==> src/sv/tod_pkg.sv <==
// Types, codes and constants for the time-of-day clock with alarm.
// No dependencies; used by the engine, the top level and the checker.
`default_nettype none

package tod_pkg;

  typedef enum logic [1:0] {
    CMD_TICK      = 2'd0,
    CMD_SET_CLOCK = 2'd1,
    CMD_SET_ALARM = 2'd2,
    CMD_SILENCE   = 2'd3
  } cmd_t;

  localparam int unsigned TPS_W    = 16;
  localparam int unsigned SET_W    = 7;
  localparam int unsigned HOUR_W   = 5;
  localparam int unsigned MIN_W    = 6;
  localparam int unsigned SEC_W    = 6;
  localparam int unsigned S_TDATA_W = 24;
  localparam int unsigned S_TUSER_W = 2;
  localparam int unsigned M_TDATA_W = 24;

  localparam logic [SEC_W-1:0]  LAST_SECOND = 6'd59;
  localparam logic [MIN_W-1:0]  LAST_MINUTE = 6'd59;
  localparam logic [HOUR_W-1:0] LAST_HOUR   = 5'd23;
  localparam logic [HOUR_W-1:0] NOON_HOUR   = 5'd11;

  typedef struct packed {
    cmd_t             cmd;
    logic [SET_W-1:0] set_hour;
    logic [SET_W-1:0] set_minute;
    logic [SET_W-1:0] set_second;
  } item_t;

  typedef struct packed {
    logic [HOUR_W-1:0] hour;
    logic [MIN_W-1:0]  minute;
    logic [SEC_W-1:0]  second;
    logic              pm;
    logic              alarm_active;
    logic              set_valid;
  } result_t;

  // hour, minute, second, pm, alarm_active, set_valid from bit 0 up
  function automatic logic [M_TDATA_W-1:0] pack_result(input result_t r);
    return {4'b0000, r.set_valid, r.alarm_active, r.pm, r.second, r.minute, r.hour};
  endfunction

endpackage

`default_nettype wire

==> src/sv/tod_engine.sv <==
// Clock and alarm state with the one-pass update for a single item.
// Depends on tod_pkg.
`default_nettype none

module tod_engine (
  input  wire logic                       clk,
  input  wire logic                       rst,
  input  wire logic                       proc,
  input  wire tod_pkg::item_t             item,
  input  wire logic [tod_pkg::TPS_W-1:0]  tps,
  output tod_pkg::result_t                res
);
  import tod_pkg::*;

  logic [TPS_W-1:0]  tick_count, tick_count_next;
  logic [SEC_W-1:0]  clock_second, clock_second_next;
  logic [MIN_W-1:0]  clock_minute, clock_minute_next;
  logic [HOUR_W-1:0] clock_hour, clock_hour_next;
  logic              clock_pm, clock_pm_next;
  logic [SEC_W-1:0]  alarm_second, alarm_second_next;
  logic [MIN_W-1:0]  alarm_minute, alarm_minute_next;
  logic [HOUR_W-1:0] alarm_hour, alarm_hour_next;
  logic              alarm_flag, alarm_flag_next;
  logic              set_valid;

  logic [TPS_W:0]    count_inc;
  logic              full_second;
  logic [SEC_W-1:0]  sec_adv;
  logic [MIN_W-1:0]  min_adv;
  logic [HOUR_W-1:0] hour_adv;
  logic              pm_adv;
  logic              in_range;

  // one-second carry chain
  always_comb begin
    count_inc   = {1'b0, tick_count} + {{TPS_W{1'b0}}, 1'b1};
    full_second = (count_inc >= {1'b0, tps});
    sec_adv     = clock_second;
    min_adv     = clock_minute;
    hour_adv    = clock_hour;
    pm_adv      = clock_pm;
    if (clock_second == LAST_SECOND) begin
      sec_adv = '0;
      if (clock_minute == LAST_MINUTE) begin
        min_adv  = '0;
        hour_adv = (clock_hour == LAST_HOUR) ? '0 : clock_hour + 5'd1;
        pm_adv   = (hour_adv > NOON_HOUR);
      end else begin
        min_adv = clock_minute + 6'd1;
      end
    end else begin
      sec_adv = clock_second + 6'd1;
    end
    in_range = (item.set_hour <= {2'b00, LAST_HOUR}) &&
               (item.set_minute <= {1'b0, LAST_MINUTE}) &&
               (item.set_second <= {1'b0, LAST_SECOND});
  end

  always_comb begin
    tick_count_next   = tick_count;
    clock_second_next = clock_second;
    clock_minute_next = clock_minute;
    clock_hour_next   = clock_hour;
    clock_pm_next     = clock_pm;
    alarm_second_next = alarm_second;
    alarm_minute_next = alarm_minute;
    alarm_hour_next   = alarm_hour;
    alarm_flag_next   = alarm_flag;
    set_valid         = 1'b1;
    case (item.cmd)
      CMD_TICK: begin
        if (full_second) begin
          tick_count_next   = '0;
          clock_second_next = sec_adv;
          clock_minute_next = min_adv;
          clock_hour_next   = hour_adv;
          clock_pm_next     = pm_adv;
          if (hour_adv == alarm_hour && min_adv == alarm_minute &&
              sec_adv == alarm_second) begin
            alarm_flag_next = 1'b1;
          end
        end else begin
          tick_count_next = count_inc[TPS_W-1:0];
        end
      end
      CMD_SET_CLOCK: begin
        if (in_range) begin
          clock_hour_next   = item.set_hour[HOUR_W-1:0];
          clock_minute_next = item.set_minute[MIN_W-1:0];
          clock_second_next = item.set_second[SEC_W-1:0];
          clock_pm_next     = (item.set_hour[HOUR_W-1:0] > NOON_HOUR);
        end else begin
          set_valid = 1'b0;
        end
      end
      CMD_SET_ALARM: begin
        if (in_range) begin
          alarm_hour_next   = item.set_hour[HOUR_W-1:0];
          alarm_minute_next = item.set_minute[MIN_W-1:0];
          alarm_second_next = item.set_second[SEC_W-1:0];
        end else begin
          set_valid = 1'b0;
        end
      end
      CMD_SILENCE: begin
        alarm_flag_next = 1'b0;
      end
      default: begin
        set_valid = 1'b1;
      end
    endcase
  end

  always_comb begin
    res.hour         = clock_hour_next;
    res.minute       = clock_minute_next;
    res.second       = clock_second_next;
    res.pm           = clock_pm_next;
    res.alarm_active = alarm_flag_next;
    res.set_valid    = set_valid;
  end

  always_ff @(posedge clk) begin
    if (rst) begin
      tick_count   <= '0;
      clock_second <= '0;
      clock_minute <= '0;
      clock_hour   <= '0;
      clock_pm     <= 1'b0;
      alarm_second <= '0;
      alarm_minute <= '0;
      alarm_hour   <= '0;
      alarm_flag   <= 1'b0;
    end else if (proc) begin
      tick_count   <= tick_count_next;
      clock_second <= clock_second_next;
      clock_minute <= clock_minute_next;
      clock_hour   <= clock_hour_next;
      clock_pm     <= clock_pm_next;
      alarm_second <= alarm_second_next;
      alarm_minute <= alarm_minute_next;
      alarm_hour   <= alarm_hour_next;
      alarm_flag   <= alarm_flag_next;
    end
  end

endmodule

`default_nettype wire

==> src/sv/time_of_day_clock_with_alarm_unit.sv <==
// Top level of the time-of-day clock with alarm: input register, engine, result register.
// Depends on tod_pkg and tod_engine.
//
// Usage:
//   s_* stream carries one item per transfer: a tick or a command in s_tuser and the
//   time for set commands in s_tdata. Every item yields exactly one result on m_*,
//   showing hour, minute, second, pm, the alarm flag and whether a set was in range.
//   cfg_* writes ticks_per_second; it is always ready and is meant for idle periods.
//   Path: each item is held in the input register, then its result in the result register.
//   Throughput: one item per cycle while the receiver accepts results, limited only by the
//   single pass through the carry chain and alarm compare.
//   When the receiver stalls, the result register holds and one more item waits in the
//   input register; s_tready drops only when both are full.
//   Reset clears the time, the alarm time, the alarm flag and the tick prescaler, sets
//   ticks_per_second to 1 and empties both registers.
`default_nettype none

module time_of_day_clock_with_alarm_unit (
  input  wire logic                           clk,
  input  wire logic                           rst,
  input  wire logic                           s_tvalid,
  output logic                                s_tready,
  // set_hour, set_minute, set_second from bit 0 up, zero padded
  input  wire logic [tod_pkg::S_TDATA_W-1:0]  s_tdata,
  // cmd
  input  wire logic [tod_pkg::S_TUSER_W-1:0]  s_tuser,
  output logic                                m_tvalid,
  input  wire logic                           m_tready,
  // hour, minute, second, pm, alarm_active, set_valid from bit 0 up, zero padded
  output logic [tod_pkg::M_TDATA_W-1:0]       m_tdata,
  input  wire logic                           cfg_valid,
  output logic                                cfg_ready,
  input  wire logic [tod_pkg::TPS_W-1:0]      cfg_data
);
  import tod_pkg::*;

  logic             in_valid;
  item_t            in_item;
  logic             advance;
  logic             proc;
  logic [TPS_W-1:0] ticks_per_second;
  result_t          res;

  assign advance   = !m_tvalid || m_tready;
  assign proc      = in_valid && advance;
  assign s_tready  = !in_valid || advance;
  assign cfg_ready = 1'b1;

  always_ff @(posedge clk) begin
    if (rst) begin
      in_valid <= 1'b0;
    end else if (s_tready) begin
      in_valid <= s_tvalid;
    end
  end

  // capture the payload on every input transfer
  always_ff @(posedge clk) begin
    if (s_tvalid && s_tready) begin
      in_item.cmd        <= cmd_t'(s_tuser);
      in_item.set_hour   <= s_tdata[SET_W-1:0];
      in_item.set_minute <= s_tdata[2*SET_W-1:SET_W];
      in_item.set_second <= s_tdata[3*SET_W-1:2*SET_W];
    end
  end

  always_ff @(posedge clk) begin
    if (rst) begin
      ticks_per_second <= 16'd1;
    end else if (cfg_valid && cfg_ready) begin
      ticks_per_second <= cfg_data;
    end
  end

  tod_engine u_engine (
    .clk  (clk),
    .rst  (rst),
    .proc (proc),
    .item (in_item),
    .tps  (ticks_per_second),
    .res  (res)
  );

  always_ff @(posedge clk) begin
    if (rst) begin
      m_tvalid <= 1'b0;
    end else if (advance) begin
      m_tvalid <= in_valid;
    end
  end

  always_ff @(posedge clk) begin
    if (proc) begin
      m_tdata <= pack_result(res);
    end
  end

endmodule

`default_nettype wire

==> config.mk <==
export PLATFORM = sky130hd
export DESIGN_NAME = time_of_day_clock_with_alarm_unit
export DESIGN_NICKNAME = d
export VERILOG_FILES = /design/src/sv/tod_pkg.sv /design/src/sv/tod_engine.sv /design/src/sv/time_of_day_clock_with_alarm_unit.sv
export SDC_FILE = /design/constraint.sdc
export NUM_CORES = 1
export LEC_CHECK = 0
export ABC_CLOCK_PERIOD_IN_PS = 6400
export BUFFER_PORTS_ARGS = -buffer_cell sky130_fd_sc_hd__buf_2
export CAP_MARGIN = 25
export CORE_UTILIZATION = 60
export DETAILED_ROUTE_END_ITERATION = 6
export GPL_ROUTABILITY_DRIVEN = 0
export GPL_TIMING_DRIVEN = 1
export PLACE_DENSITY = 0.82
export SYNTH_ARGS = -nofsm -noshare
export SYNTH_HDL_FRONTEND = slang
export SYNTH_SLANG_ARGS = --single-unit
==> constraint.sdc <==
create_clock -name clk -period 6.4 [get_ports clk]
set_input_delay 0.64 -clock clk [delete_from_list [all_inputs] [get_ports clk]]
set_output_delay 0.64 -clock clk [all_outputs]
set_load 0.005 [all_outputs]
==> reports/qor.csv, run 1 <==
stage;metric;value;unit
critical_path;crit path kind;reg2reg;
timing;endpoints failing setup;0;
place;pre-CTS setup slack;1870;ps
power;Leakage;2.84;nW
timing;fmax;216;MHz
global_routing;vias in the first global route;5515;
timing;max-slew violation count;0;
min_path;Hold Crit Class;in2reg;
clocking;CTS tree;built;
route;1st-iter DRT viols;762;
flow_run;total of max-cap violations;0;
status;outcome;finished, final reports clean;
clocking;# resized after CTS;0;
floorplanning;DIE AREA;11200;um^2
clocking;Clk pin slew, worst setup/hold paths;50;ps
synthesis;Yosys top cell by area;dfxtp_1;
floorplanning;row cnt;37;
synthesis;top post-synthesis cells by area;dfxtp_1, edfxtp_1, nand2_1;
power;Tot Pwr;0.00185;W
synthesis;top_reg_cell synth;dfxtp_1;
critical_path;slowest stage delay, CP;660;ps
finish;fin nets;849;
critical_path;Worst Path Required;6670;ps
finish;post-route cell area;7350;um^2
finish;# diodes;0;
synthesis;FF+latch count, synth;113;
synthesis;syn_area_per_cell;8.75;um^2
route;TritonRoute pass-1 iters;7;
global_routing;GRT Util Overall;29.6;%
critical_path;Worst EP arrival;4900;ps
timing;Period minus WS final;4630;ps
synthesis;Netlist cell types;79;
finish;fillers;826;
global_routing;GRT overflow;0;
global_routing;first-pass GRT wire length;25600;um
floorplanning;die width;106;um
critical_path;crit-path cells;nand3_1 > nor3_1 > nand4_1 > nor2_1 > xor2_1 > ha_1 > nand2_1 > a21oi_1 > nor4_1 > o211ai_2 > buf_4 > mux2i_1 > a222oi_1 > inv_1;
timing;Clock Skew;10.4;ps
route;DR WL/cell;17.2;um
place;DP Wirelength;11100;um
synthesis;Synth Warn #;0;
critical_path;CP Max Fanout;20;
global_routing;largest net degree at the start of global routing;62;
finish;area of the multi-input gates;3400;um^2
place;I/O Buffers;65;
clocking;Clock Sinks;113;
route;Residual DRC;0;
critical_path;Buf/Inv on CP;2;
power;pwr dens;251;nW/um^2
timing;Worst-Margin Slew;1120;ps
power;Peak VDD IR;217;uV
place;area post-placement;6770;um^2
synthesis;top cell type's share of synthesized area;21.7;%
timing;Slew headroom;25.5;%
timing;unrepaired setup endpoints after global routing;no;
timing;Final period util;72.4;%
floorplanning;# IOs;74;
route;number of vias per cell;6.32;
finish;ratio of cells with drive above 1 in the final layout;13.7;%
clocking;CTS Buf Count;17;
clocking;Post-CTS Repair Setup Buffers;0;
timing;Sum Neg Setup Slack;0;ps
clocking;worst skew pair latency;530;ps
floorplanning;Initial Util;62.3;%
floorplanning;core area;10400;um^2
route;DRT Wirelength;15900;um
clocking;clock buffer depth;2;
clocking;root buf cell;clkbuf_8;
route;Antenna Nets Post-Route;0;
finish;P&R area growth vs syn;13.8;%
route;total number of vias;5857;
critical_path;critical path's slowest cell;nor3_1;
critical_path;CP endpoint kind;flip-flop;
finish;sequential standard cell area;2690;um^2
critical_path;startpoint types;flip-flop;
critical_path;delay-heaviest family, CP;simple AND/OR/NAND/NOR gates;
clocking;hold buffers post-CTS;0;
synthesis;Post-synth ARST share;0;%
synthesis;Synth Instances;738;
timing;slack of the critical path;1770;ps
clocking;htree depth;4;
synthesis;Seq/Total Area, Yosys;41.7;%
timing;final hold violations;0;
synthesis;Post-Synthesis Cell Area;6460;um^2
global_routing;initial antenna violation count;0;
synthesis;Post-synth EDFFs;43;
timing;Min Hold Slack;285;ps
floorplanning;Die Y;106;um
==> final timing paths <==
check	startpoint	to	slack (ps)	cells after the start
min reg2reg	u_engine.alarm_minute[5]	u_engine.alarm_minute[5]	460	2
min	s_tdata[4]	in_item[18]	290	1
max reg2reg	u_engine.tick_count[2]	m_tdata[17]	1770	14
max	u_engine.tick_count[2]	m_tdata[17]	1770	14
==> cell type report <==
class	count	area share [%]
tap	136	2.31
sequential	113	36.6
timing repair buffer	71	5.09
inverter	35	1.79
clock inverter	6	1.41
clock buffer	26	6.52
multi-input combinational	540	46.3
==> Yosys cell counts (4+ instances only) <==
| cell | number |
|---|---|
| a21o_1 | 9 |
| a21oi_1 | 68 |
| a22oi_1 | 8 |
| a31oi_1 | 9 |
| a32o_1 | 4 |
| and3_1 | 5 |
| buf_2 | 10 |
| buf_4 | 5 |
| clkbuf_1 | 32 |
| dfxtp_1 | 70 |
| edfxtp_1 | 43 |
| ha_1 | 24 |
| inv_1 | 34 |
| mux2i_1 | 29 |
| nand2_1 | 95 |
| nand2b_1 | 8 |
| nand3_1 | 27 |
| nand3b_1 | 6 |
| nand4_1 | 9 |
| nand4b_1 | 4 |
| nor2_1 | 61 |
| nor2b_1 | 4 |
| nor3_1 | 6 |
| nor4_1 | 10 |
| o21a_1 | 9 |
| o21ai_0 | 39 |
| o221ai_1 | 4 |
| xnor2_1 | 14 |
| xor2_1 | 14 |
==> through the flow <==
| step | utilization, % | instances |
|---|---|---|
| after global placement | 65.2 | 894 |
| after global routing | 70.9 | 927 |
| final | 70.9 | 927 |
| after CTS | 70.9 | 927 |
| after floorplan | - | 741 |
| after detailed placement | 65.3 | 895 |
==> metal layers <==
| metal | GRT usage [%] | routed length, um | share of wire, % |
|---|---|---|---|
| met5 | 0 | 0 | 0 |
| met2 | 46.3 | 7260 | 46 |
| met1 | 35.7 | 6430 | 40 |
| met3 | 8.41 | 1560 | 9.8 |
| met4 | 19.3 | 687 | 4.3 |
==> sequential cells by signal, summed over array words and instances (netlist names) <==
signal                 flops
m_tvalid                   1
m_tdata                   20
u_engine.clock_pm          1
u_engine.alarm_minute      6
u_engine.clock_minute      6
u_engine.tick_count       16
u_engine.alarm_hour        5
in_item                   23
u_engine.alarm_second      6
u_engine.alarm_flag        1
u_engine.clock_hour        5
u_engine.clock_second      6
in_valid                   1
ticks_per_second          16
==> power by group <==
group / switching, W / internal, W / total (W) / leakage, nW
clock: 0.000300 / 0.000623 / 0.000923 / 0.284
combinational: 0.0000806 / 0.0000490 / 0.000130 / 1.57
sequential: 0.0000190 / 0.000774 / 0.000793 / 0.982
==> cell usage in the layout (no fill, tap or decap), types with 3 or more instances in the layout <==
cell	count
a211oi_1	3
a21o_1	9
a21oi_1	68
a22oi_1	8
a31oi_1	9
a32o_1	4
a32oi_1	3
and2_1	3
and3_1	5
and4_1	3
buf_2	65
buf_4	5
bufinv_16	3
clkbuf_1	7
clkbuf_16	17
conb_1	5
dfxtp_1	70
edfxtp_1	43
ha_1	24
inv_1	34
mux2i_1	29
nand2_1	95
nand2b_1	8
nand3_1	27
nand3b_1	6
nand4_1	9
nand4b_1	4
nor2_1	61
nor2b_1	4
nor3_1	6
nor4_1	10
o21a_1	9
o21ai_0	39
o221ai_1	4
o31ai_1	3
or4_1	3
xnor2_1	14
xor2_1	14
==> cell families (layout without fill, tap and decap cells) <==
group	count (synthesis)	in the layout	synth area share [%]
AO/OA/AOI/OAI	196	196	19.9
AND/OR/NAND/NOR	256	256	19.2
multiplexers	31	31	4.84
XOR/XNOR	28	28	3.80
other	2	5	0.116
buffers and inverters	88	138	5.85
adder cells (fa/ha/maj)	24	24	4.65
flip-flops	113	113	41.7
==> worst reg2reg max path, stage by stage, from the launching register on <==
cell      delay (ps)
dfxtp_1          420
nand3_1          210
nor3_1           660
nand4_1          320
nor2_1           260
xor2_1           170
ha_1             290
nand2_1           90
a21oi_1           60
nor4_1           600
o211ai_2         360
buf_4            340
mux2i_1          160
a222oi_1         370
inv_1             70
(Power assumes the default switching activity.)
==> inputs of run 2 (changes only) <==
Settings changed: ABC_CLOCK_PERIOD_IN_PS 6400 to 4200, CORE_UTILIZATION 60 to 53, PLACE_DENSITY 0.82 to 0.76.
Clock period 6.4 ns to 4.2 ns, I/O delays scaled along.
==> run 2 against run 1 <==
Critical path depth is 1 lower; clock power is 48% higher; flip-flop and latch count stayed put; register-to-register slack worse by 1400 ps; fmax is 20% higher; utilization is 7.3 points lower; total power is 51% higher; clock skew is 5.2 ps higher; routed wire length is 3.4% higher; sequential power is 53% higher; setup slack worse by 1400 ps; largest power group unchanged.
==> reports/qor.csv, run 2 (synthesized netlist as in run 1, its figures left out) <==
stage;metric;value;unit
critical_path;critical path's slowest cell;o211ai_4;
critical_path;Worst Path Required;4510;ps
finish;post-route cell area;7410;um^2
global_routing;vias in the first global route;5465;
timing;Period minus WS final;3860;ps
finish;fin nets;857;
floorplanning;Die Y;112;um
critical_path;delay-heaviest family, CP;compound AO/OA/AOI/OAI gates;
timing;Clock Skew;15.5;ps
critical_path;crit-path cells;ha_1 > and4_4 > nand4_1 > xnor2_1 > ha_1 > nand2_1 > o21ai_0 > o221ai_1 > o211ai_4 > buf_4 > mux2i_1 > o221ai_1 > o21a_1;
route;number of vias per cell;6.22;
power;Leakage;2.85;nW
finish;area of the multi-input gates;3420;um^2
place;area post-placement;6830;um^2
power;pwr dens;375;nW/um^2
clocking;CTS Buf Count;17;
global_routing;first-pass GRT wire length;26300;um
finish;top flop regs;in_item x23, m_tdata x20;
global_routing;largest net degree at the start of global routing;61;
floorplanning;DIE AREA;12600;um^2
clocking;htree depth;4;
timing;fmax;259;MHz
clocking;Post-CTS Repair Setup Buffers;0;
timing;Min Hold Slack;173;ps
critical_path;crit path kind;reg2reg;
finish;Reg with most FFs;in_item;
timing;endpoints failing setup;0;
clocking;Clk pin slew, worst setup/hold paths;50;ps
finish;# diodes;0;
route;TritonRoute pass-1 iters;6;
place;DP Wirelength;11600;um
power;Peak VDD IR;317;uV
floorplanning;core area;11700;um^2
finish;fillers;980;
global_routing;GRT overflow;0;
route;DRT Wirelength;16500;um
timing;Final period util;91.8;%
finish;ratio of cells with drive above 1 in the final layout;14.9;%
clocking;CTS tree;built;
route;total number of vias;5861;
finish;Largest register FFs;23;
min_path;Hold Crit Class;in2reg;
route;1st-iter DRT viols;736;
critical_path;Buf/Inv on CP;1;
timing;unrepaired setup endpoints after global routing;no;
finish;P&R area growth vs syn;14.7;%
critical_path;CP Max Fanout;17;
route;DR WL/cell;17.5;um
timing;max-slew violation count;0;
global_routing;initial antenna violation count;0;
floorplanning;die width;112;um
critical_path;startpoint types;flip-flop;
clocking;root buf cell;clkbuf_16;
critical_path;CP endpoint kind;flip-flop;
finish;fin util;63.6;%
flow_run;total of max-cap violations;0;
critical_path;Worst EP arrival;4170;ps
route;Residual DRC;0;
floorplanning;row cnt;39;
clocking;clock buffer depth;2;
floorplanning;Initial Util;55.4;%
timing;Sum Neg Setup Slack;0;ps
timing;final hold violations;0;
finish;commonest non-fill, non-tap cell in the layout;nand2_1;
place;I/O Buffers;65;
finish;sequential standard cell area;2690;um^2
floorplanning;# IOs;74;
clocking;hold buffers post-CTS;0;
status;outcome;finished, final reports clean;
global_routing;GRT Util Overall;26.7;%
timing;Slew headroom;34.2;%
critical_path;slowest stage delay, CP;540;ps
clocking;Clock Sinks;113;
route;Antenna Nets Post-Route;0;
finish;commonest cells after routing, fill and taps aside;nand2_1, dfxtp_1, a21oi_1, buf_2, nor2_1;
clocking;worst skew pair latency;420;ps
timing;Worst-Margin Slew;987;ps
-- run 2: changes by cell type in the layout (fill, tap and decap cells not counted), sizes merged --
cell      previous run  this run
bufinv               3         2
clkinv               4         8
buf                 71        79
clkinvlp             0         3
clkbuf              26        20
-- run 2: final cells by class --
class,instances,area share [%]
clock buffers,20,6.03
inverters,35,1.77
flip-flops and latches,113,36.3
well taps,143,2.41
clock inverters,12,1.57
repair buffers,79,5.81
multi-input cells,540,46.1
-- run 2: metrics by stage --
step	power, W	std cells	worst slack [ps]
6_report	0.00278	942	343
5_1_grt	0.00287	942	71.8
4_1_cts	0.00279	942	189
3_5_place_dp	0.00143	910	267
3_3_place_gp	0.00142	910	321
2_1_floorplan	0.00136	741	696
-- run 2: metal layers --
| layer | global-route usage (%) | share of wire [%] | vias to the layer above |
|---|---|---|---|
| met5 | 0 | 0 | - |
| met4 | 13.7 | 2.8 | 0 |
| met3 | 7.24 | 9.0 | 40 |
| met2 | 41.5 | 46 | 305 |
| met1 | 34.2 | 42 | 2750 |
| li1 | - | - | 2766 |
-- run 2: final timing paths --
check,from,endpoint,slack (ps),cells after the start
setup reg to reg,u_engine.tick_count[0],u_engine.clock_hour[3],340,13
hold reg to reg,u_engine.alarm_minute[2],u_engine.alarm_minute[2],470,2
setup / recovery,u_engine.tick_count[0],u_engine.clock_hour[3],340,13
hold / removal,s_tdata[9],in_item[9],170,1
-- run 2: report_power, final --
group          total [W]  switching, W  internal (W)
sequential       0.00121     0.0000297       0.00118
combinational   0.000204      0.000124     0.0000798
clock            0.00137      0.000495      0.000875
total            0.00278      0.000648       0.00213
-- run 2: what timing repair did --
| item | in CTS | in global routing |
|---|---|---|
| hold endpoints to repair | 0 | 0 |
| resized for setup | 0 | 2 |
| endpoints found under the setup margin | 0 | 26 |
